### src/rtl/lpfd_pkg.sv
// Package for the lidar point frame decoder.
// Holds frame constants, CORDIC arctangent table and shared types. No dependencies.
package lpfd_pkg;

  localparam int FRAME_BYTES = 47;
  localparam int POINTS = 12;
  localparam logic [7:0] HDR_FIRST = 8'h54;
  localparam logic [7:0] HDR_SECOND = 8'h2C;
  localparam int CORDIC_STEPS = 16;
  localparam int XY_LIMIT = 131056;

  // Width of the CORDIC datapath (x, y up to 8191*39797*~1.7 < 2^30).
  localparam int CW = 34;
  localparam int ZW = 27;

  function automatic logic [ZW-1:0] atan_entry(input logic [3:0] idx);
    logic [ZW-1:0] r;
    unique case (idx)
      4'd0: r = 27'd18432000;
      4'd1: r = 27'd10881045;
      4'd2: r = 27'd5749245;
      4'd3: r = 27'd2918407;
      4'd4: r = 27'd1464867;
      4'd5: r = 27'd733147;
      4'd6: r = 27'd366663;
      4'd7: r = 27'd183343;
      4'd8: r = 27'd91673;
      4'd9: r = 27'd45837;
      4'd10: r = 27'd22918;
      4'd11: r = 27'd11459;
      4'd12: r = 27'd5730;
      4'd13: r = 27'd2865;
      4'd14: r = 27'd1432;
      default: r = 27'd716;
    endcase
    return r;
  endfunction

  // Request from the sequencer to the rotation unit.
  typedef struct packed {
    logic start;
    logic [12:0] range_mm;
    logic [15:0] angle;
  } cordic_req_t;

  typedef struct packed {
    logic done;
    logic signed [17:0] x;
    logic signed [17:0] y;
  } cordic_rsp_t;

endpackage

### src/rtl/lidar_point_frame_decoder.sv
// Lidar point frame decoder top level: header hunt, frame store, point sequencer.
// Depends on lpfd_pkg and lpfd_cordic.
//
// Usage: rx_byte words enter on rx_valid/rx_ready, one serial byte each.
// A frame opens with 0x54 then 0x2C; a wrong second byte returns to hunting.
// 47 bytes are stored; on the last byte twelve points are produced on the
// point channel (out_valid/out_ready), point_number 0..11, last_point on 11.
// Header and body bytes are taken while rx_ready is high. After the last byte,
// the start and end angles are fetched from the store. Each point then goes
// through store reads and interpolation (two products, reciprocal divide by
// 11), a hand-off to and wait on the single CORDIC unit, and the output
// register; rx_ready is low meanwhile.
// The output register holds a point until taken; a stalled receiver stops
// the sequencer, and the frame store is not touched until all 12 are out.
// Reset returns the decoder to hunting; stored bytes are left undefined.
module lidar_point_frame_decoder
  import lpfd_pkg::*;
(
  input  logic               clk,
  input  logic               rst,
  input  logic               rx_valid,
  output logic               rx_ready,
  input  logic [7:0]         rx_byte,
  output logic               out_valid,
  input  logic               out_ready,
  output logic [3:0]         point_number,
  output logic [15:0]        angle_centideg,
  output logic [12:0]        distance_mm,
  output logic [7:0]         intensity,
  output logic signed [17:0] x_pos,
  output logic signed [17:0] y_pos,
  output logic               last_point
);

  typedef enum logic [3:0] {
    S_HUNT, S_BODY, S_SA0, S_SA1, S_EA0, S_EA1,
    S_RD0, S_RD1, S_RD2, S_MUL, S_DIV, S_ROT, S_OUT
  } st_t;
  st_t state;

  logic [7:0] mem [FRAME_BYTES];
  logic [5:0] pos;
  logic [5:0] raddr;
  logic [7:0] rdata;
  logic [3:0] pt;
  logic [15:0] s_ang, e_ang;
  logic [12:0] range_mm;
  logic [7:0] inten;
  logic [20:0] prod;
  logic [15:0] ang;
  logic [1:0] mstep;
  logic [40:0] recip;
  cordic_req_t req;
  cordic_rsp_t rsp;
  logic wr;

  assign rx_ready = (state == S_HUNT) || (state == S_BODY);
  assign wr = rx_valid && rx_ready;

  // Frame store: one write, one registered read
  always_ff @(posedge clk) begin
    if (wr && (pos != 6'd0 || rx_byte == HDR_FIRST)) mem[pos] <= rx_byte;
    rdata <= mem[raddr];
  end

  lpfd_cordic u_cordic (.clk(clk), .rst(rst), .req(req), .rsp(rsp));

  // Sequencer
  always_ff @(posedge clk) begin
    if (rst) begin
      state <= S_HUNT;
      pos <= '0;
      out_valid <= 1'b0;
      req.start <= 1'b0;
    end else begin
      unique case (state)
        S_HUNT: begin
          if (rx_valid && rx_byte == HDR_FIRST) begin
            pos <= 6'd1;
            state <= S_BODY;
          end
        end
        S_BODY: begin
          if (rx_valid) begin
            if (pos == 6'd1 && rx_byte != HDR_SECOND) begin
              pos <= '0;
              state <= S_HUNT;
            end else if (pos == 6'(FRAME_BYTES - 1)) begin
              pos <= '0;
              raddr <= 6'd2;
              state <= S_SA0;
            end else begin
              pos <= pos + 6'd1;
            end
          end
        end
        S_SA0: begin raddr <= 6'd3; state <= S_SA1; end
        S_SA1: begin s_ang[7:0] <= rdata; raddr <= 6'd42; state <= S_EA0; end
        S_EA0: begin s_ang[15:8] <= rdata; raddr <= 6'd43; state <= S_EA1; end
        S_EA1: begin
          e_ang[7:0] <= rdata;
          pt <= '0;
          raddr <= 6'd4;
          state <= S_RD0;
        end
        S_RD0: begin
          if (pt == 4'd0) e_ang[15:8] <= rdata;
          raddr <= raddr + 6'd1;
          state <= S_RD1;
        end
        S_RD1: begin
          range_mm[7:0] <= rdata;
          raddr <= raddr + 6'd1;
          state <= S_RD2;
        end
        S_RD2: begin
          range_mm[12:8] <= rdata[4:0];
          raddr <= raddr + 6'd1;
          prod <= 21'(4'd11 - pt) * 21'(s_ang);
          mstep <= '0;
          state <= S_MUL;
        end
        // second product, then reciprocal multiply
        S_MUL: begin
          inten <= rdata;
          prod <= prod + 21'(pt) * 21'(e_ang);
          state <= S_DIV;
        end
        S_DIV: begin
          mstep <= mstep + 2'd1;
          if (mstep == 2'd0) begin
            recip <= 41'(prod) * 41'(20'd762601);   // ceil(2^23/11)
          end else begin
            ang <= 16'(recip >> 23);
            req.start <= 1'b1;
            req.range_mm <= range_mm;
            req.angle <= 16'(recip >> 23);
            state <= S_ROT;
          end
        end
        S_ROT: begin
          req.start <= 1'b0;
          if (rsp.done) begin
            point_number <= pt;
            angle_centideg <= ang;
            distance_mm <= range_mm;
            intensity <= inten;
            x_pos <= rsp.x;
            y_pos <= rsp.y;
            last_point <= (pt == 4'(POINTS - 1));
            out_valid <= 1'b1;
            state <= S_OUT;
          end
        end
        default: begin
          if (out_ready) begin
            out_valid <= 1'b0;
            if (pt == 4'(POINTS - 1)) begin
              state <= S_HUNT;
            end else begin
              pt <= pt + 4'd1;
              state <= S_RD0;
            end
          end
        end
      endcase
    end
  end

`ifndef NO_ASSERTIONS
  a_no_rx_while_out: assert property (@(posedge clk) disable iff (rst)
    out_valid |-> !rx_ready) else $error("byte taken while point pending");
  a_pt_range: assert property (@(posedge clk) disable iff (rst)
    out_valid |-> point_number < 4'd12) else $error("point index out of range");
  a_last: assert property (@(posedge clk) disable iff (rst)
    out_valid |-> (last_point == (point_number == 4'd11))) else $error("bad last flag");
`endif

endmodule

### src/rtl/lpfd_cordic.sv
// Iterative CORDIC rotation: one shift-add step per cycle, plus range reduction.
// Depends on lpfd_pkg.
module lpfd_cordic
  import lpfd_pkg::*;
(
  input  logic        clk,
  input  logic        rst,
  input  cordic_req_t req,
  output cordic_rsp_t rsp
);

  typedef enum logic [2:0] {S_IDLE, S_RED1, S_RED2, S_PRE, S_ROT, S_FIN} st_t;
  st_t state;

  logic signed [CW-1:0] x, y;
  logic signed [ZW:0] z;
  logic signed [17:0] a;      // reduced angle, centidegrees
  logic [16:0] amod;
  logic neg;
  logic [3:0] step;
  logic [12:0] range_mm;
  logic signed [CW-1:0] xs, ys;
  logic signed [17:0] xo, yo;

  assign xs = x >>> step;
  assign ys = y >>> step;

  // Rounding, sign fix and saturation of one coordinate
  function automatic logic signed [17:0] fin(input logic signed [CW-1:0] v,
                                             input logic n);
    logic signed [CW-1:0] t;
    logic signed [CW-1:0] r;
    t = n ? -v : v;
    r = (t + CW'(2048)) >>> 12;
    if (r > CW'(XY_LIMIT)) return 18'(XY_LIMIT);
    if (r < -CW'(XY_LIMIT)) return -18'(XY_LIMIT);
    return r[17:0];
  endfunction

  assign xo = fin(x, neg);
  assign yo = fin(y, neg);

  always_ff @(posedge clk) begin
    if (rst) begin
      state <= S_IDLE;
      rsp.done <= 1'b0;
    end else begin
      unique case (state)
        S_IDLE: begin
          rsp.done <= 1'b0;
          if (req.start) begin
            range_mm <= req.range_mm;
            amod <= {1'b0, req.angle};
            state <= S_RED1;
          end
        end
        // angle mod 36000 (input < 65536, so one subtract)
        S_RED1: begin
          if (amod >= 17'd36000) amod <= amod - 17'd36000;
          state <= S_RED2;
        end
        // fold into [-9000, 9000], flipping the sign of the result outside it
        S_RED2: begin
          neg <= 1'b0;
          if (amod >= 17'd18000) begin
            if (amod < 17'd27000) begin
              a <= $signed({1'b0, amod}) - 18'sd18000;
              neg <= 1'b1;
            end else begin
              a <= $signed({1'b0, amod}) - 18'sd36000;
            end
          end else if (amod > 17'd9000) begin
            a <= $signed({1'b0, amod}) - 18'sd18000;
            neg <= 1'b1;
          end else begin
            a <= $signed({1'b0, amod});
          end
          state <= S_PRE;
        end
        S_PRE: begin
          x <= CW'(29'(range_mm) * 29'd39797);
          y <= '0;
          z <= (ZW+1)'(a) <<< 12;
          step <= '0;
          state <= S_ROT;
        end
        S_ROT: begin
          if (!z[ZW]) begin
            x <= x - ys;
            y <= y + xs;
            z <= z - $signed({1'b0, atan_entry(step)});
          end else begin
            x <= x + ys;
            y <= y - xs;
            z <= z + $signed({1'b0, atan_entry(step)});
          end
          step <= step + 4'd1;
          if (step == 4'(CORDIC_STEPS - 1)) state <= S_FIN;
        end
        default: begin
          rsp.x <= xo;
          rsp.y <= yo;
          rsp.done <= 1'b1;
          state <= S_IDLE;
        end
      endcase
    end
  end

endmodule

### config.mk
export PLATFORM = sky130hd
export DESIGN_NAME = lidar_point_frame_decoder
export DESIGN_NICKNAME = d
export VERILOG_FILES = /design/src/rtl/lpfd_pkg.sv /design/src/rtl/lidar_point_frame_decoder.sv /design/src/rtl/lpfd_cordic.sv
export SDC_FILE = /design/constraint.sdc
export NUM_CORES = 2
export LEC_CHECK = 0
export ABC_AREA = 1
export BUFFER_PORTS_ARGS = -buffer_cell sky130_fd_sc_hd__buf_2
export CORE_UTILIZATION = 65
export CTS_CLUSTER_DIAMETER = 100
export DETAILED_ROUTE_END_ITERATION = 12
export GPL_TIMING_DRIVEN = 0
export PLACE_DENSITY = 0.82
export SYNTH_ARGS = -nofsm -noshare
export SYNTH_HDL_FRONTEND = slang
export SYNTH_SLANG_ARGS = --single-unit
### constraint.sdc
create_clock -name clk -period 27.9 [get_ports clk]
set_clock_uncertainty 0.05 [all_clocks]
set_input_delay 5.58 -clock clk [delete_from_list [all_inputs] [get_ports clk]]
set_output_delay 5.58 -clock clk [all_outputs]
set_load 0.01 [all_outputs]
==> impl_metrics.tcl <==
set metrics [dict create \
    status "finished, final reports clean" \
    cap_violations 0 \
    die_area_mm2 0.09604 \
    async_flop_share_pct 0 \
    cts-root-buf "clkbuf_16" \
    dpl.hpwl_mm 146.5 \
    slowest_stage "o21ai_0" \
    path_cells "clkbuf_1, nor3_2, buf_6, o21ai_0, inv_1, ha_1, inv_1, nor2_1, inv_1, a32oi_1" \
    cellLeakagePower_uw 0.02910 \
    fin_cells 8587 \
    hp-class "flip-flop to flip-flop" \
    first_global_vias 50910 \
    peakVddDrop_uv 426.8 \
    fin_area_mm2 0.06675 \
    fillerInstances 7101 \
    nets 8083 \
    avgSynthCellArea_um2 8.726 \
    crit_required_ns 28.43 \
    drc 0 \
    synth_edf_count 768 \
    initial_utilization_pct 65.83 \
    grt_overflow 0 \
    cts_sinks 817 \
    hold_ws_ns 0.3579 \
    io_buffers 90 \
    fin_crit_sh_pct 30.21 \
    cts_buffer_depth 3 \
    period_needed_ns 8.428 \
    multi_input_area_mm2 0.03304 \
    p_per_area_mw_per_mm2 111.4 \
    crit_type "primary input to flip-flop" \
    ioPinCount 92 \
    drive_gt1_share_pct 5.906 \
    syn_area_mm2 0.06162 \
    wl_per_cell_um 22.59 \
    hold_buffers 0 \
    drtPass1Iterations 9 \
    timing.fmax_ghz 0.1187 \
    syn_nets 7885 \
    vias 52900 \
    regArea_mm2 0.02404 \
    slew_violations 0 \
    cts_resized 0 \
    die_width_um 309.9 \
    grt.total_usage_pct 40.37 \
    critPathMaxStageDelay_ns 1.07 \
    antenna_found_initial 2 \
    critPathArrivalTime_ns 8.96 \
    syn_inst 7062 \
    std_cell_rows 112 \
    numCtsBuffers 87 \
    die_h_um 309.9 \
    clk_pin_slew_worst_paths_ns 0.06 \
    rsz0062_at_grt "false" \
    tightest_slew_ns 1.400 \
    hold_violations 0 \
    crit_path_start_kind "primary input" \
    ys.flop_type "edfxtp_1" \
    ys_warn_count 0 \
    critPathMaxFanout 8 \
    crit_top_cell "inv_1" \
    gp_congestion 1.093 \
    grt_max_degree 50 \
    cts_setup_buffers 0 \
    slew_headroom_pct 5.691 \
    crit_path_end_kind "flip-flop" \
    h-tree-depth 3 \
    placed_cell_area_mm2 0.06398 \
    dr.first_iter.drc_count 6485 \
    ys_seq_elements 817 \
    setup_violations 0 \
    clkLatencyLatePin_ns 0.71 \
    place_inst 8425 \
    seq_area_frac_synth_pct 39.02 \
    coreArea_mm2 0.09361 \
    tns_ns 0 \
    grt_pass1_wl_mm 292.0 \
    ant_nets 0 \
    cts_tree "done" \
    wl_mm 194.0 \
    synth.distinct_cells 65 \
    synthToLayoutAreaGrowth_pct 8.313 \
    viasPerCell 6.161 \
]
kinds of logic (layout without fill, tap and decap cells):
family,Yosys count,after routing,synth area share [%]
muxes,9,9,0.1462
buffers and inverters,1190,1460,7.482
xor gates and xnor gates,169,169,2.445
other,0,1,0
AOI/OAI and AO/OA,1236,1236,11.16
and+or+nand+nor,2830,2830,19.44
adders and majority gates,811,811,20.32
DFF,817,817,39.02
flip-flops by register name, indices dropped and copies added, names as in the netlist, 18 cells and up, named ones only:
| signal | cells |
|---|---|
| mem | 376 |
| u_cordic.rsp | 37 |
| u_cordic.x | 34 |
| u_cordic.y | 34 |
| req | 30 |
| u_cordic.z | 28 |
| prod | 21 |
| x_pos | 18 |
| y_pos | 18 |
power breakdown:
| part | internal [µW] | switching, µW |
|---|---|---|
| clock | 611 | 524 |
| sequential | 1550 | 87.3 |
| combinational | 1680 | 2990 |
| total | 3830 | 3600 |
placed cells by master, fill, tap and decap left out, types with 45 or more instances in the layout:
cell type  instances
nand2_1         1474
inv_1            971
edfxtp_1         768
nor2_1           715
o21ai_0          513
ha_1             495
a21oi_1          334
fa_1             316
nand3_1          311
clkbuf_1         159
xor2_1           107
buf_2            105
clkbuf_16         88
o21ai_1           85
o22ai_1           71
nand4_1           65
nor3_1            60
xnor2_1           60
nand2_2           54
dfxtp_1           49
a31oi_1           45
o211ai_1          45
synthesized netlist by cell type (17+ instances only):
master / number / area [µm²]
a21oi_1: 335 / 1677
nor4_1: 20 / 125.1
nor2_1: 720 / 2703
dfxtp_1: 49 / 980.9
xor2_1: 107 / 937.2
o221ai_1: 33 / 289.0
nor3_1: 64 / 320.3
ha_1: 495 / 6193
nor2_2: 21 / 131.4
o21ai_0: 513 / 2567
clkbuf_1: 141 / 529.3
nand2_1: 1474 / 5533
inv_1: 971 / 3645
edfxtp_1: 768 / 23060
nor2_4: 20 / 225.2
fa_1: 316 / 6326
nand4_1: 65 / 406.6
a31oi_1: 45 / 281.5
nand3_1: 311 / 1556
o21ai_1: 85 / 425.4
o21a_1: 17 / 127.6
o22ai_1: 71 / 444.2
xnor2_1: 60 / 525.5
nand2_2: 54 / 337.8
or2_2: 26 / 162.7
buf_1: 22 / 82.58
o211ai_1: 45 / 337.8
metal layers:
| metal | vias to the layer above | GRT usage (%) | share of wire [%] | routed length, µm |
|---|---|---|---|---|
| li1 | 24040 | - | - | - |
| met1 | 24890 | 52.90 | 38 | 73880 |
| met2 | 3259 | 63.00 | 44 | 86190 |
| met3 | 709 | 8.180 | 11 | 21840 |
| met4 | 0 | 22.42 | 6.2 | 12060 |
| met5 | - | 0 | 0 | 0 |
worst paths after layout:
| check | slack, ns | to | depth (start not counted) | start |
|---|---|---|---|---|
| max | 19.47 | flip-flop | 10 | rst |
| min | 0.36 | req[3] | 0 | recip[26] |
| max reg2reg | 21.13 | recip[37] | 21 | prod[12] |
| min reg2reg | 0.36 | req[3] | 0 | recip[26] |
through the flow:
stage	total power, µW	setup slack [ns]	util (%)
after floorplan	4934	12.12	-
after global placement	6003	3.750	67.99
after detailed placement	6179	18.83	68.35
after CTS	7361	19.55	71.30
after global routing	8051	19.31	71.30
final	7432	19.47	71.30
final cells by class:
type / count / share of cell area (%)
clock buffer: 107 / 3.421
tap: 1254 / 2.351
buffer: 200 / 1.340
timing repair buffer: 109 / 1.078
antenna: 1 / 0.003749
multi-input combinational: 5055 / 49.50
inverter: 990 / 5.568
sequential: 817 / 36.02
clock inverter: 54 / 0.7161
worst max-delay path, delay by kind of cell:
| family | cells | cell delay [ns] |
|---|---|---|
| AO/OA/AOI/OAI | 2 | 1.30 |
| buffers and inverters | 5 | 1.24 |
| adder cells (fa/ha/maj) | 1 | 0.48 |
| AND/OR/NAND/NOR | 2 | 0.34 |
Power figures use the tool's default switching activity.
